<file path="src/hdl/cperim_pkg.sv">
package cperim_pkg;

	// field widths
	localparam int COORD_W = 12;
	localparam int DIM_W   = 13;
	localparam int RAD_W   = 10;
	localparam int SQ_W    = 2 * RAD_W;

	// mirrored points per step
	localparam int NUM_PTS = 8;

	// queue between front and back
	localparam int QDEPTH = 16;
	localparam int Q_AW   = $clog2(QDEPTH);
	localparam int QCNT_W = $clog2(QDEPTH + 1);

	// parameter defaults
	localparam int DEF_MAX_DIM    = 4096;
	localparam int DEF_MAX_RADIUS = 1023;

	// configuration registers
	localparam int CFG_IDX_W = 1;
	localparam logic [CFG_IDX_W-1:0] CFG_ROWS = 1'b0;
	localparam logic [CFG_IDX_W-1:0] CFG_COLS = 1'b1;
	localparam logic [DIM_W-1:0] ROWS_RESET = DIM_W'(480);
	localparam logic [DIM_W-1:0] COLS_RESET = DIM_W'(640);

	// which signed offset a coordinate of a mirrored point takes
	typedef enum logic [1:0] {
		OFF_PI,
		OFF_PH,
		OFF_MH,
		OFF_MI
	} off_sel_t;

	// point order: (i,h) (h,i) (h,-i) (i,-h) (-i,-h) (-h,-i) (-h,i) (-i,h)
	localparam off_sel_t ROW_SEL [NUM_PTS] = '{
		OFF_PI, OFF_PH, OFF_PH, OFF_PI, OFF_MI, OFF_MH, OFF_MH, OFF_MI
	};
	localparam off_sel_t COL_SEL [NUM_PTS] = '{
		OFF_PH, OFF_PI, OFF_MI, OFF_MH, OFF_MH, OFF_MI, OFF_PI, OFF_PH
	};

	// sideband carried along the square root pipeline
	typedef struct packed {
		logic [COORD_W-1:0] crow;
		logic [COORD_W-1:0] ccol;
		logic [RAD_W-1:0]   step;
		logic               active;
	} cperim_side_t;

	// one classified step, as queued for the back end
	typedef struct packed {
		logic [COORD_W-1:0] crow;
		logic [COORD_W-1:0] ccol;
		logic [RAD_W-1:0]   step;
		logic [RAD_W-1:0]   h;
		logic [NUM_PTS-1:0] mask;
	} cperim_item_t;

endpackage

</file>
<file path="src/hdl/cperim_sqrt.sv">
module cperim_sqrt (
	input  logic                              clk,
	input  logic                              arst_n,
	input  logic                              in_vld,
	input  logic [cperim_pkg::SQ_W-1:0]       n,
	input  cperim_pkg::cperim_side_t          in_side,
	output logic                              out_vld,
	output logic [cperim_pkg::RAD_W-1:0]      root,
	output logic [cperim_pkg::RAD_W:0]        rem,
	output cperim_pkg::cperim_side_t          out_side
);
	import cperim_pkg::*;

	// one result bit per stage, restoring digit method
	logic                 vld_s  [RAD_W];
	logic [RAD_W:0]       rem_s  [RAD_W];
	logic [RAD_W-1:0]     root_s [RAD_W];
	logic [SQ_W-1:0]      n_s    [RAD_W];
	cperim_side_t         side_s [RAD_W];

	for (genvar k = 0; k < RAD_W; k++) begin : g_stage
		logic               cur_vld;
		logic [RAD_W:0]     cur_rem;
		logic [RAD_W-1:0]   cur_root;
		logic [SQ_W-1:0]    cur_n;
		cperim_side_t       cur_side;
		logic [RAD_W+2:0]   work;
		logic [RAD_W+2:0]   trial;
		logic [RAD_W+2:0]   diff;
		logic               take;

		if (k == 0) begin : g_first
			assign cur_vld  = in_vld;
			assign cur_rem  = '0;
			assign cur_root = '0;
			assign cur_n    = n;
			assign cur_side = in_side;
		end else begin : g_next
			assign cur_vld  = vld_s[k-1];
			assign cur_rem  = rem_s[k-1];
			assign cur_root = root_s[k-1];
			assign cur_n    = n_s[k-1];
			assign cur_side = side_s[k-1];
		end

		assign work  = {cur_rem, cur_n[SQ_W-1 -: 2]};
		assign trial = {1'b0, cur_root, 2'b01};
		assign diff  = work - trial;
		assign take  = (work >= trial);

		always_ff @(posedge clk or negedge arst_n) begin
			if (!arst_n) begin
				vld_s[k] <= 1'b0;
			end else begin
				vld_s[k] <= cur_vld;
			end
		end

		always_ff @(posedge clk) begin
			rem_s[k]  <= take ? diff[RAD_W:0] : work[RAD_W:0];
			root_s[k] <= {cur_root[RAD_W-2:0], take};
			n_s[k]    <= cur_n << 2;
			side_s[k] <= cur_side;
		end
	end

	assign out_vld  = vld_s[RAD_W-1];
	assign root     = root_s[RAD_W-1];
	assign rem      = rem_s[RAD_W-1];
	assign out_side = side_s[RAD_W-1];

endmodule

</file>
<file path="src/hdl/cperim_front.sv">
module cperim_front #(
	parameter int MAX_RADIUS = cperim_pkg::DEF_MAX_RADIUS
) (
	input  logic                              clk,
	input  logic                              arst_n,
	input  logic                              in_valid,
	output logic                              in_ready,
	input  logic [cperim_pkg::COORD_W-1:0]    center_row,
	input  logic [cperim_pkg::COORD_W-1:0]    center_col,
	input  logic [cperim_pkg::RAD_W-1:0]      radius,
	input  logic [cperim_pkg::RAD_W-1:0]      step_index,
	input  logic [cperim_pkg::DIM_W-1:0]      rows_lim,
	input  logic [cperim_pkg::DIM_W-1:0]      cols_lim,
	input  logic [cperim_pkg::QCNT_W-1:0]     q_level,
	output logic                              push,
	output cperim_pkg::cperim_item_t          push_item
);
	import cperim_pkg::*;

	localparam int RAD_MAX_W = 2 ** RAD_W - 1;
	localparam int RAD_LIM   = (MAX_RADIUS < RAD_MAX_W) ? MAX_RADIUS : RAD_MAX_W;
	localparam logic [RAD_W-1:0] RAD_CAP = RAD_W'(RAD_LIM);

	function automatic logic pos_ok(
		input logic [COORD_W-1:0] c,
		input logic [RAD_W-1:0]   x,
		input logic [DIM_W-1:0]   lim
	);
		logic [DIM_W-1:0] s;
		s = DIM_W'(c) + DIM_W'(x);
		return s < lim;
	endfunction

	function automatic logic neg_ok(
		input logic [COORD_W-1:0] c,
		input logic [RAD_W-1:0]   x,
		input logic [DIM_W-1:0]   lim
	);
		logic [COORD_W-1:0] d;
		d = c - COORD_W'(x);
		return (c >= COORD_W'(x)) && (DIM_W'(d) < lim);
	endfunction

	logic                 fire;
	logic                 exit_s4;
	logic [QCNT_W-1:0]    pend_q;
	logic [QCNT_W:0]      used;
	logic [RAD_W-1:0]     r_eff;
	logic [SQ_W-1:0]      rr_c;
	logic [SQ_W-1:0]      ii_c;

	logic                 vld_s1;
	logic [SQ_W-1:0]      rr_s1;
	logic [SQ_W-1:0]      ii_s1;
	cperim_side_t         side_s1;

	logic                 vld_s2;
	logic [SQ_W-1:0]      n_s2;
	cperim_side_t         side_s2;

	logic                 sq_vld;
	logic [RAD_W-1:0]     sq_root;
	logic [RAD_W:0]       sq_rem;
	cperim_side_t         sq_side;

	logic                 vld_s3;
	logic [RAD_W-1:0]     h_s3;
	cperim_side_t         side_s3;

	logic [3:0]           row_ok;
	logic [3:0]           col_ok;
	logic [NUM_PTS-1:0]   mask_c;

	logic                 vld_s4;
	logic                 keep_s4;
	cperim_item_t         item_s4;

	// items in the pipeline plus items queued never exceed the queue depth
	assign used     = {1'b0, pend_q} + {1'b0, q_level};
	assign in_ready = (used < (QCNT_W + 1)'(QDEPTH));
	assign fire     = in_valid & in_ready;
	assign exit_s4  = vld_s4;

	always_ff @(posedge clk or negedge arst_n) begin
		if (!arst_n) begin
			pend_q <= '0;
		end else begin
			pend_q <= pend_q + QCNT_W'(fire) - QCNT_W'(exit_s4);
		end
	end

	// stage 1: squares and active test
	assign r_eff = (radius > RAD_CAP) ? RAD_CAP : radius;
	assign rr_c  = {{RAD_W{1'b0}}, r_eff} * {{RAD_W{1'b0}}, r_eff};
	assign ii_c  = {{RAD_W{1'b0}}, step_index} * {{RAD_W{1'b0}}, step_index};

	always_ff @(posedge clk or negedge arst_n) begin
		if (!arst_n) begin
			vld_s1 <= 1'b0;
			vld_s2 <= 1'b0;
			vld_s3 <= 1'b0;
			vld_s4 <= 1'b0;
		end else begin
			vld_s1 <= fire;
			vld_s2 <= vld_s1;
			vld_s3 <= sq_vld;
			vld_s4 <= vld_s3;
		end
	end

	// stage 2: radicand
	always_ff @(posedge clk) begin
		rr_s1          <= rr_c;
		ii_s1          <= ii_c;
		side_s1.crow   <= center_row;
		side_s1.ccol   <= center_col;
		side_s1.step   <= step_index;
		side_s1.active <= ({ii_c, 1'b0} <= {1'b0, rr_c});

		n_s2           <= rr_s1 - ii_s1;
		side_s2        <= side_s1;
	end

	cperim_sqrt u_sqrt (
		.clk      (clk),
		.arst_n   (arst_n),
		.in_vld   (vld_s2),
		.n        (n_s2),
		.in_side  (side_s2),
		.out_vld  (sq_vld),
		.root     (sq_root),
		.rem      (sq_rem),
		.out_side (sq_side)
	);

	// stage 3: round to nearest, up when remainder exceeds the floor root
	always_ff @(posedge clk) begin
		h_s3    <= sq_root + RAD_W'(sq_rem > {1'b0, sq_root});
		side_s3 <= sq_side;
	end

	// stage 4: bounds of the eight mirrored points
	always_comb begin
		row_ok[OFF_PI] = pos_ok(side_s3.crow, side_s3.step, rows_lim);
		row_ok[OFF_PH] = pos_ok(side_s3.crow, h_s3, rows_lim);
		row_ok[OFF_MH] = neg_ok(side_s3.crow, h_s3, rows_lim);
		row_ok[OFF_MI] = neg_ok(side_s3.crow, side_s3.step, rows_lim);
		col_ok[OFF_PI] = pos_ok(side_s3.ccol, side_s3.step, cols_lim);
		col_ok[OFF_PH] = pos_ok(side_s3.ccol, h_s3, cols_lim);
		col_ok[OFF_MH] = neg_ok(side_s3.ccol, h_s3, cols_lim);
		col_ok[OFF_MI] = neg_ok(side_s3.ccol, side_s3.step, cols_lim);
		for (int k = 0; k < NUM_PTS; k++) begin
			mask_c[k] = row_ok[ROW_SEL[k]] & col_ok[COL_SEL[k]];
		end
	end

	always_ff @(posedge clk) begin
		keep_s4        <= side_s3.active && (mask_c != '0);
		item_s4.crow   <= side_s3.crow;
		item_s4.ccol   <= side_s3.ccol;
		item_s4.step   <= side_s3.step;
		item_s4.h      <= h_s3;
		item_s4.mask   <= mask_c;
	end

	// steps with no surviving point never reach the queue
	assign push      = vld_s4 & keep_s4;
	assign push_item = item_s4;

	a_credit_bound: assert property (@(posedge clk) disable iff (!arst_n)
		used <= (QCNT_W + 1)'(QDEPTH))
		else $error("front credit count exceeds queue depth");

endmodule

</file>
<file path="src/hdl/cperim_fifo.sv">
module cperim_fifo (
	input  logic                              clk,
	input  logic                              arst_n,
	input  logic                              push,
	input  cperim_pkg::cperim_item_t          push_item,
	input  logic                              pop,
	output cperim_pkg::cperim_item_t          pop_item,
	output logic                              not_empty,
	output logic [cperim_pkg::QCNT_W-1:0]     level
);
	import cperim_pkg::*;

	cperim_item_t        mem [QDEPTH];
	logic [Q_AW-1:0]     wr_ptr_q;
	logic [Q_AW-1:0]     rd_ptr_q;
	logic [QCNT_W-1:0]   cnt_q;
	logic [Q_AW-1:0]     rd_addr;
	cperim_item_t        head_q;

	always_ff @(posedge clk or negedge arst_n) begin
		if (!arst_n) begin
			wr_ptr_q <= '0;
			rd_ptr_q <= '0;
			cnt_q    <= '0;
		end else begin
			if (push) begin
				wr_ptr_q <= wr_ptr_q + 1'b1;
			end
			if (pop) begin
				rd_ptr_q <= rd_ptr_q + 1'b1;
			end
			cnt_q <= cnt_q + QCNT_W'(push) - QCNT_W'(pop);
		end
	end

	// head entry after this edge, written entry forwarded when it becomes the head
	assign rd_addr = pop ? rd_ptr_q + 1'b1 : rd_ptr_q;

	always_ff @(posedge clk) begin
		if (push) begin
			mem[wr_ptr_q] <= push_item;
		end
		if (push && (wr_ptr_q == rd_addr)) begin
			head_q <= push_item;
		end else begin
			head_q <= mem[rd_addr];
		end
	end

	assign pop_item  = head_q;
	assign not_empty = (cnt_q != '0);
	assign level     = cnt_q;

	a_no_overflow: assert property (@(posedge clk) disable iff (!arst_n)
		push |-> (cnt_q < QCNT_W'(QDEPTH)))
		else $error("queue written while full");

	a_no_underflow: assert property (@(posedge clk) disable iff (!arst_n)
		pop |-> (cnt_q != '0))
		else $error("queue read while empty");

endmodule

</file>
<file path="src/hdl/cperim_back.sv">
module cperim_back (
	input  logic                              clk,
	input  logic                              arst_n,
	input  logic                              q_valid,
	input  cperim_pkg::cperim_item_t          q_item,
	output logic                              q_pop,
	output logic                              out_valid,
	input  logic                              out_ready,
	output logic [cperim_pkg::COORD_W-1:0]    point_row,
	output logic [cperim_pkg::COORD_W-1:0]    point_col,
	output logic                              last_point
);
	import cperim_pkg::*;

	localparam int PT_W = $clog2(NUM_PTS);

	function automatic logic [COORD_W-1:0] offset(
		input logic [COORD_W-1:0] c,
		input logic [RAD_W-1:0]   step,
		input logic [RAD_W-1:0]   h,
		input off_sel_t           sel
	);
		logic [COORD_W-1:0] r;
		unique case (sel)
			OFF_PI: r = c + COORD_W'(step);
			OFF_PH: r = c + COORD_W'(h);
			OFF_MH: r = c - COORD_W'(h);
			OFF_MI: r = c - COORD_W'(step);
		endcase
		return r;
	endfunction

	cperim_item_t          cur_q;
	logic [NUM_PTS-1:0]    mask_q;
	logic                  cur_vld_q;
	logic                  out_vld_q;
	logic [COORD_W-1:0]    row_q;
	logic [COORD_W-1:0]    col_q;
	logic                  last_q;

	logic                  slot_free;
	logic                  emit;
	logic                  done;
	logic [PT_W-1:0]       sel;
	logic [NUM_PTS-1:0]    rest;

	// lowest pending point first
	always_comb begin
		sel = '0;
		for (int k = NUM_PTS - 1; k >= 0; k--) begin
			if (mask_q[k]) begin
				sel = PT_W'(k);
			end
		end
	end

	assign rest      = mask_q & (mask_q - 1'b1);
	assign slot_free = !out_vld_q || out_ready;
	assign emit      = cur_vld_q && slot_free;
	assign done      = emit && (rest == '0);
	assign q_pop     = q_valid && (!cur_vld_q || done);

	always_ff @(posedge clk or negedge arst_n) begin
		if (!arst_n) begin
			cur_vld_q <= 1'b0;
			out_vld_q <= 1'b0;
		end else begin
			if (q_pop) begin
				cur_vld_q <= 1'b1;
			end else if (done) begin
				cur_vld_q <= 1'b0;
			end
			if (emit) begin
				out_vld_q <= 1'b1;
			end else if (out_ready) begin
				out_vld_q <= 1'b0;
			end
		end
	end

	always_ff @(posedge clk) begin
		if (q_pop) begin
			cur_q  <= q_item;
			mask_q <= q_item.mask;
		end else if (emit) begin
			mask_q <= rest;
		end
		if (emit) begin
			row_q  <= offset(cur_q.crow, cur_q.step, cur_q.h, ROW_SEL[sel]);
			col_q  <= offset(cur_q.ccol, cur_q.step, cur_q.h, COL_SEL[sel]);
			last_q <= (rest == '0);
		end
	end

	assign out_valid  = out_vld_q;
	assign point_row  = row_q;
	assign point_col  = col_q;
	assign last_point = last_q;

	a_cur_has_points: assert property (@(posedge clk) disable iff (!arst_n)
		cur_vld_q |-> (mask_q != '0))
		else $error("active step holds no pending point");

endmodule

</file>
<file path="src/hdl/circle_perimeter_points.sv">
// Perimeter point generator for circle Hough voting. Each input transfer names a circle
// (center_row, center_col, radius) and one octant step i; the block works out
// h = round(sqrt(r*r - i*i)) and sends out the eight mirrored points center+(i,h), (h,i),
// (h,-i), (i,-h), (-i,-h), (-h,-i), (-h,i), (-i,h) in that order, one point per output
// transfer, skipping any point outside the image set by image_rows and image_cols;
// last_point marks the final point of a step. A step with 2*i*i > r*r, or whose points
// all fall outside, gives no output transfer. Radius is clamped to MAX_RADIUS and the
// image size to MAX_DIM. Input transfers are taken one per cycle while the 16-entry step
// queue has room; the output side sends one point per cycle while out_ready is high,
// through the single output register, so a step takes one output transfer for each of
// its in-bounds points (up to eight). Each step passes through the ten-stage square root
// pipeline (one root bit per stage). Configuration writes are taken any cycle with
// cfg_we high and should only be made while the block is idle.
module circle_perimeter_points #(
	parameter int MAX_DIM    = cperim_pkg::DEF_MAX_DIM,
	parameter int MAX_RADIUS = cperim_pkg::DEF_MAX_RADIUS
) (
	input  logic                              clk,
	input  logic                              arst_n,

	// register writes
	input  logic                              cfg_we,
	input  logic [cperim_pkg::CFG_IDX_W-1:0]  cfg_index,
	input  logic [cperim_pkg::DIM_W-1:0]      cfg_data,

	// step input
	input  logic                              in_valid,
	output logic                              in_ready,
	input  logic [cperim_pkg::COORD_W-1:0]    center_row,
	input  logic [cperim_pkg::COORD_W-1:0]    center_col,
	input  logic [cperim_pkg::RAD_W-1:0]      radius,
	input  logic [cperim_pkg::RAD_W-1:0]      step_index,

	// point output
	output logic                              out_valid,
	input  logic                              out_ready,
	output logic [cperim_pkg::COORD_W-1:0]    point_row,
	output logic [cperim_pkg::COORD_W-1:0]    point_col,
	output logic                              last_point
);
	import cperim_pkg::*;

	// image size clamp, also limited by what the size registers can hold
	localparam int DIM_MAX_W = 2 ** DIM_W - 1;
	localparam int DIM_LIM   = (MAX_DIM < DIM_MAX_W) ? MAX_DIM : DIM_MAX_W;
	localparam logic [DIM_W-1:0] DIM_CAP = DIM_W'(DIM_LIM);

	logic [DIM_W-1:0]    image_rows_q;
	logic [DIM_W-1:0]    image_cols_q;
	logic [DIM_W-1:0]    rows_lim;
	logic [DIM_W-1:0]    cols_lim;

	// front to queue
	logic                q_push;
	cperim_item_t        q_push_item;
	logic [QCNT_W-1:0]   q_level;

	// queue to back
	logic                q_pop;
	logic                q_valid;
	cperim_item_t        q_pop_item;

	// size registers
	always_ff @(posedge clk or negedge arst_n) begin
		if (!arst_n) begin
			image_rows_q <= ROWS_RESET;
			image_cols_q <= COLS_RESET;
		end else if (cfg_we) begin
			unique case (cfg_index)
				CFG_ROWS: image_rows_q <= cfg_data;
				CFG_COLS: image_cols_q <= cfg_data;
			endcase
		end
	end

	assign rows_lim = (image_rows_q > DIM_CAP) ? DIM_CAP : image_rows_q;
	assign cols_lim = (image_cols_q > DIM_CAP) ? DIM_CAP : image_cols_q;

	// front: squares, square root, rounding and bounds mask per step
	cperim_front #(
		.MAX_RADIUS (MAX_RADIUS)
	) u_front (
		.clk        (clk),
		.arst_n     (arst_n),
		.in_valid   (in_valid),
		.in_ready   (in_ready),
		.center_row (center_row),
		.center_col (center_col),
		.radius     (radius),
		.step_index (step_index),
		.rows_lim   (rows_lim),
		.cols_lim   (cols_lim),
		.q_level    (q_level),
		.push       (q_push),
		.push_item  (q_push_item)
	);

	// step queue, front reserves a slot for every step in flight
	cperim_fifo u_fifo (
		.clk       (clk),
		.arst_n    (arst_n),
		.push      (q_push),
		.push_item (q_push_item),
		.pop       (q_pop),
		.pop_item  (q_pop_item),
		.not_empty (q_valid),
		.level     (q_level)
	);

	// back: walks the in-bounds mask, one point per output transfer
	cperim_back u_back (
		.clk        (clk),
		.arst_n     (arst_n),
		.q_valid    (q_valid),
		.q_item     (q_pop_item),
		.q_pop      (q_pop),
		.out_valid  (out_valid),
		.out_ready  (out_ready),
		.point_row  (point_row),
		.point_col  (point_col),
		.last_point (last_point)
	);

endmodule

</file>
<file path="config.mk">
export PLATFORM = sky130hd
export DESIGN_NAME = circle_perimeter_points
export DESIGN_NICKNAME = d
export VERILOG_FILES = /design/src/hdl/cperim_pkg.sv /design/src/hdl/cperim_sqrt.sv /design/src/hdl/cperim_front.sv /design/src/hdl/cperim_fifo.sv /design/src/hdl/cperim_back.sv /design/src/hdl/circle_perimeter_points.sv
export SDC_FILE = /design/constraint.sdc
export NUM_CORES = 2
export LEC_CHECK = 0
export ABC_AREA = 1
export ABC_CLOCK_PERIOD_IN_PS = 4900
export BUFFER_PORTS_ARGS = -buffer_cell sky130_fd_sc_hd__buf_2
export CAP_MARGIN = 5
export CORE_ASPECT_RATIO = 1.75
export CORE_MARGIN = 4
export CORE_UTILIZATION = 45
export CTS_CLUSTER_DIAMETER = 60
export CTS_CLUSTER_SIZE = 16
export DETAILED_ROUTE_END_ITERATION = 8
export MAX_ROUTING_LAYER = met4
export PLACE_DENSITY = 0.57
export SLEW_MARGIN = 30
export SYNTH_ARGS = -nofsm -noshare
export SYNTH_HDL_FRONTEND = slang
export SYNTH_HIERARCHICAL = 1
export SYNTH_SLANG_ARGS = --single-unit
</file>
<file path="constraint.sdc">
create_clock -name clk -period 4.9 [get_ports clk]
set_clock_uncertainty 0.1 [all_clocks]
set_input_delay 0.735 -clock clk [delete_from_list [all_inputs] [get_ports clk]]
set_output_delay 0.735 -clock clk [all_outputs]
set_load 0.02 [all_outputs]
</file>
======== Word level (Yosys, flattened, before mapping) ========
Memory sizes are Yosys's and may differ from the RTL's. A register that Yosys moved wholly into a read port is not among the register bits.
Cells that the tools add are included.
storage, ports and cells
  word-level logic and storage cells ...... 199
  memory bits (read-only) ................. 32
  input bits .............................. 63
  flip-flop bits (word level) ............. 330
  memory bits (writable) .................. 1572
  memories ................................ 7
  output and inout port bits .............. 27
operators by class
  add/subtract/negate cells ............... 36
  reductions and logical operators ........ 22
  bitwise logic cells ..................... 13
  eq/ne operators ......................... 6
  multipliers ............................. 2
  mux-type cells .......................... 36
  order comparisons ....................... 29
memory list
  name                   depth  bits a word  rd ports  clocked after memory_dff  write ports  RTL line           RTL
  u_fifo.mem             16     52           1         1                         1            cperim_fifo.sv:13  cperim_item_t mem [QDEPTH];
  u_front.u_sqrt.side_s  10     35           10        1                         10           cperim_sqrt.sv:19  cperim_side_t side_s [RAD_W];
  u_front.u_sqrt.n_s     10     18           9         0                         10           cperim_sqrt.sv:18  logic [SQ_W-1:0] n_s [RAD_W];
  u_front.u_sqrt.rem_s   10     11           10        0                         10           cperim_sqrt.sv:16  logic [RAD_W:0] rem_s [RAD_W];
  u_front.u_sqrt.root_s  10     10           10        0                         10           cperim_sqrt.sv:17  logic [RAD_W-1:0] root_s [RAD_W];
  (name not given)       8      2            1         0                         0            cperim_back.sv:90  col_q <= offset(cur_q.ccol, cur_q.step, cur_q.h, COL_SEL[sel]);
  1 more memories        -      -            -         -                         -            -
operators by type and width
  kind                    count
  $ge A13 B12 Y1          9
  $mux W11                10
  $sub A11 B11 Y11        9
  $pmux W12 S4            2
  $sub A12 B10 Y12        8
  $add A12 B10 Y13        4
  $lt A12 B13 Y1          4
  $lt A13 B13 Y1          4
  $add A12 B10 Y12        4
  $ge A12 B10 Y1          4
  $mul A10 B10 Y20        2
  $gt A13 B13 Y1 const B  2
  $mux W13                2
  $mux W3                 8
  $le A21 B20 Y1          1
  $sub A20 B20 Y20        1
  $mux W8                 2
  $gt A11 B10 Y1          1
  $add A10 B1 Y10         1
  $add A5 B1 Y5           2
  $and A1 B1 Y1           10
  $gt A10 B10 Y1 const B  1
  $mux W10                1
  $sub A5 B1 Y5           2
  24 further kinds        50

======== Depth between registers and ports, before layout ========
  depth in word-level cells ............... 14
  depth in mapped cells ................... 35
  depth with buffers taken out ............ 34

======== Hierarchy ========
The synthesis kept the hierarchy.
by module, submodules not included
  module                   times used  seq. area each (µm²)  area each (µm²)  cells each
  cperim_fifo              1           25389.4               36214.7          3436
  cperim_front             1           4729.5                18654.1          2254
  cperim_sqrt              1           12181.7               17483.0          1670
  cperim_back              1           2362.3                4679.5           524
  circle_perimeter_points  1           658.1                 1296.2           174

======== Least setup slack after synthesis ========
Ideal clock, no wire load.
  path type ............................... input port to flip-flop
  start point ............................. input port radius[9] (netlist bit)
  end point ............................... register u_front/side_s1[0] (netlist bit)
  data arrival time ....................... 5917 ps
  setup time .............................. 66 ps
  required time ........................... 4734 ps
  cell stages on the path ................. 29
  path slack .............................. -1184 ps
  buffers on the path ..................... 1
  cell sequence ........................... clkbuf_1 nand2_1 fa_1 fa_1 inv_1 fa_1 fa_1 inv_1 fa_1 inv_1 ha_1 a21oi_1 o21ai_2 a21boi_2 xor2_1 ha_1 nand2_1 inv_1 nand2_1 nand2_1 a21oi_1 nand3_1 nand2_1 nand2_1 nand2_1 nand2_1 nand2_1 nand2_1 a21oi_2
on the way
  longest elaborated chain between the ends .. 4
ends and longest elaborated chain
  item                RTL line                       RTL
  start: declaration  circle_perimeter_points.sv:31  input logic [cperim_pkg::RAD_W-1:0] radius,
  $gt A10 B10 Y1      cperim_front.sv:93             assign r_eff = (radius > RAD_CAP) ? RAD_CAP : radius;
  $mux W10 *          cperim_front.sv:93
  $mul A10 B10 Y20 *  cperim_front.sv:94             assign rr_c = {{RAD_W{1'b0}}, r_eff} * {{RAD_W{1'b0}}, r_eff};
  $le A21 B20 Y1 *    cperim_front.sv:118            side_s1.active <= ({ii_c, 1'b0} <= {1'b0, rr_c});
  end: declaration    cperim_front.sv:55             cperim_side_t side_s1;
Mark *: on every way between the ends. The rest lies on a longest branch, timed or not.
A chain may end at the register's enable or synchronous reset.

======== Worst setup path after layout ========
  start point ............................. input port radius[3] (netlist bit)
  end point ............................... register u_front/side_s1[0] (netlist bit)
Same word-level chain as after synthesis.

==> summary.md <==
| Metric | Value |
|---|---|
| Detail Placement HPWL | 139000 um |
| Flop pwr share | 36.3% |
| Setup crit end kind | register |
| Max IR drop VDD | 0.537 mV |
| Tot Pwr | 55.8 mW |
| Total wire length | 201000 um |
| Sequential element share of the synthesized area | 57.9% |
| Fin. Hold Viols | 0 |
| Final-report max-slew violation count | 0 |
| Worst setup startpoint | radius[3] |
| Leak | 41.1 nW |
| Netlist cell types | 67 |
| Post-route cell area | 87400 sq um |
| Post-Syn Instances | 8058 |
| Die height | 560 um |
| Row count | 202 |
| Clock Tree Root | clkbuf_16 |
| Total of max-cap violations | 0 |
| Post-synth EDFFs | 909 |
| Die ar. | 181000 sq um |
| Dominant synthesized flop cell | edfxtp_1 |
| Asr flop ratio synth | 3.34% |
| DRT Pass-1 Iters | 5 |
| Peak Freq | 0.187 GHz |
| Global-route wire length before repair | 306000 um |
| Initial core utilization | 45.2% |
| Critical path launch point type | input port |
| Post-detailed-route count of antenna-violating nets | 0 |
| Final min period | 5.36 ns |
| Critical setup path kind | input port to register |
| Setup-failing EPs final | 1 |
| Syn Area/Cell | 9.72 sq um |
| Pwr/cell area | 639 nW/um^2 |
| Placer Congestion | 0.950 |
| Outcome | finished with violations |
| Failing checks | negative setup slack |
| Hold WC Path Type | input port to register |
| H-tree levels | 4 |
| CTS tree | done |
| Die width | 323 um |
| Synth Cell Area | 78300 sq um |
| Gr usage total | 22.8% |
| DRC viols | 0 |
| Clock share of power | 19.2% |
| Pin count of the biggest net entering global routing | 151 |
| Switching part of the total | 40.4% |
| Post-synth top area cell | edfxtp_1 |
| CTS sink count | 1794 |
| Vias in the first global route | 53.3k |
| Required @ worst endpoint | 5.50 ns |
| Nets | 8918 |
| Dpl cell area | 82800 sq um |
| P&R area growth vs syn | 11.6% |
| Most common cell in the synthesized netlist | nand2_1 |
| HP Start | step_index[7] |
| Core ar. | 173000 sq um |
| Hold Worst Slack | 0.0936 ns |
| Avg WL per Cell | 18.9 um |
| Part of the cycle the worst path needs | 109% |
| Worst skew pair latency | 0.81 ns |
| Overflow after GRT | 0 |
| Initial antenna violation count | 11 |
| I/O pin cnt | 90 |
| Max FO, Critical Path | 6 |
| Final worst slack | -0.456 ns |
| Vias | 53.2k |
| Synth top area share | 34.8% |
| Setup Total Neg Slack | -0.456 ns |
| RSZ-0062 raised after global routing | yes |
| Critical Path AT | 5.95 ns |
| Top post-synthesis cells by area | edfxtp_1 35%, dfxtp_1 21%, nand2_1 9.7% |
| Worst-case clock buffer depth | 4 |
| Yosys warning total | 6 |
| Clk slew on worst S/H paths | 0.07 ns |
| P_int | 33.3 mW |
| # port buffers | 89 |
| Share of cells above drive strength 1 | 8.68% |
| Reg-to-reg startpoint | u_front/side_s3[28] |
| Commonest cells post-synth | 2027 x nand2_1, 1407 x inv_1, 909 x edfxtp_1 |
| Slew @ Worst Pin | 0.958 ns |
| Synth Net Count | 8649 |
| CTS Buf Count | 143 |
| Relative slew slack | 36.1% |
| Comb power frac | 44.5% |
| 1st-iter DRT viols | 3110 |
| Drt via density | 5.00 |
| #FFs+latches synth | 1794 |
| Net Switching | 22.6 mW |
## sequential cells by signal, indices dropped and copies added (netlist names), 10 cells and up, named ones only
name	flops
u_front/push_item	52
u_back/point_col	12
u_front/u_sqrt/rem_s	101
u_front/side_s3	35
u_fifo/mem	832
u_front/u_sqrt/side_s	350
u_back/point_row	12
u_front/n_s2	20
u_front/rr_s1	19
u_front/u_sqrt/n_s	90
u_back/cur_q	44
u_front/ii_s1	18
u_front/side_s2	35
image_cols_q	13
u_front/side_s1	35
u_front/h_s3	10
image_rows_q	13
u_front/u_sqrt/root_s	55
## layer usage
layer	track usage (%)	routed length, um	up-vias
met5	-	0	-
met4	11.5	11800	0
met3	2.14	6960	467
met2	43.0	111000	1169
met1	23.2	71500	25500
li1	-	-	26100
## power groups by stage
stage,sequential [mW],combinational (mW),clock [mW]
after detailed placement,20.7,24.7,0
after global routing,20.5,28.0,11.6
after global placement,20.6,24.4,0
after floorplan,19.9,16.8,0
final,20.3,24.9,10.7
after CTS,20.3,24.9,11.0
## critical path: stages
cell and delay [ns]:
buf_2 0.15, buf_4 0.18, nand2_1 0.09, inv_1 0.07
fa_1 0.51, fa_1 0.54, inv_1 0.05, fa_1 0.52
inv_1 0.06, fa_1 0.47, ha_1 0.35, ha_4 0.27
a21oi_2 0.17, o21ai_1 0.14, a21oi_2 0.25, o211ai_2 0.18
xor2_2 0.20, ha_1 0.34, nand4_1 0.09, nor4_1 0.28
nand3_1 0.14, a21oi_2 0.15
## cell usage in the layout, fill, tap and decap left out, types with 10 or more instances in the layout
master,Yosys,layout
dlygate4sd3_1,0,25
o21ai_2,10,10
a21o_1,16,16
buf_4,18,224
a21oi_2,12,18
edfxtp_1,909,909
o21ai_1,26,29
a31oi_1,16,16
dfxtp_1,825,821
dfrtp_1,54,54
buf_2,114,82
nor2_4,5,22
buf_12,1,21
a21oi_1,232,225
nor2_1,276,256
ha_1,423,410
nor3_1,37,36
inv_2,25,27
o21ai_0,141,138
inv_1,1407,1402
nand4_1,71,71
clkbuf_1,72,55
xnor2_1,49,49
fa_1,105,104
diode_2,0,10
o211ai_1,11,11
nand3_2,10,11
xor2_1,173,169
nand2_1,2027,2009
nand3_1,816,815
clkbuf_16,0,146
nand2_2,43,58
ha_4,0,10
## layout make-up
type / count / area, sq um
antenna: 10 / 25.0
clock buffer: 201 / 3860
clock inverter: 19 / 230
fill: 15900 / 85700
inverter: 1438 / 5420
multi-input combinational: 4590 / 26900
sequential: 1794 / 45300
tap: 2244 / 2810
timing repair buffer: 360 / 2880
## final timing paths
check / end / slack (ns) / cells past startpoint
max in group asynchronous: image_cols_q[9] / 3.35 / 3
setup reg to reg: u_front/keep_s4 / 0.70 / 20
setup / recovery: u_front/side_s1[0] / -0.46 / 22
hold reg to reg: u_front/u_sqrt/side_s[0][14] / 0.19 / 0
min in group asynchronous: u_fifo/level[4] / 0.37 / 2
hold / removal: u_front/side_s1[8] / 0.09 / 1
## through the flow
| step | worst slack, ns | std cells | util (%) |
|---|---|---|---|
| 2_1_floorplan | -0.800 | 8058 | - |
| 3_3_place_gp | -1.33 | 10400 | 47.8 |
| 3_5_place_dp | -1.40 | 10400 | 47.8 |
| 4_1_cts | -0.388 | 10600 | 50.4 |
| 5_1_grt | -0.689 | 10700 | 50.5 |
| 6_report | -0.456 | 10700 | 50.5 |
## kinds of logic (layout without fill, tap and decap cells)
family	Yosys count	in the layout	share of synthesized area (%)
adders and majority gates	528	528	9.44
DFF	1794	1794	57.9
xor gates and xnor gates	224	224	2.52
and+or+nand+nor	3318	3318	17.9
other	1	11	0.00479
muxes	1	1	0.0144
buffers and inverters	1674	2018	8.38
AOI/OAI and AO/OA	518	518	3.84
## repair_timing
item / in CTS / in global routing
setup endpoints to repair: 1 / 1
hold buffers: 25 / 0
setup buffers: 0 / 1
resized for setup: 13 / 43
endpoints found under the hold margin: 48 / 0
pin swaps: 6 / 23
Note: power is estimated with default switching activity, not from simulation.
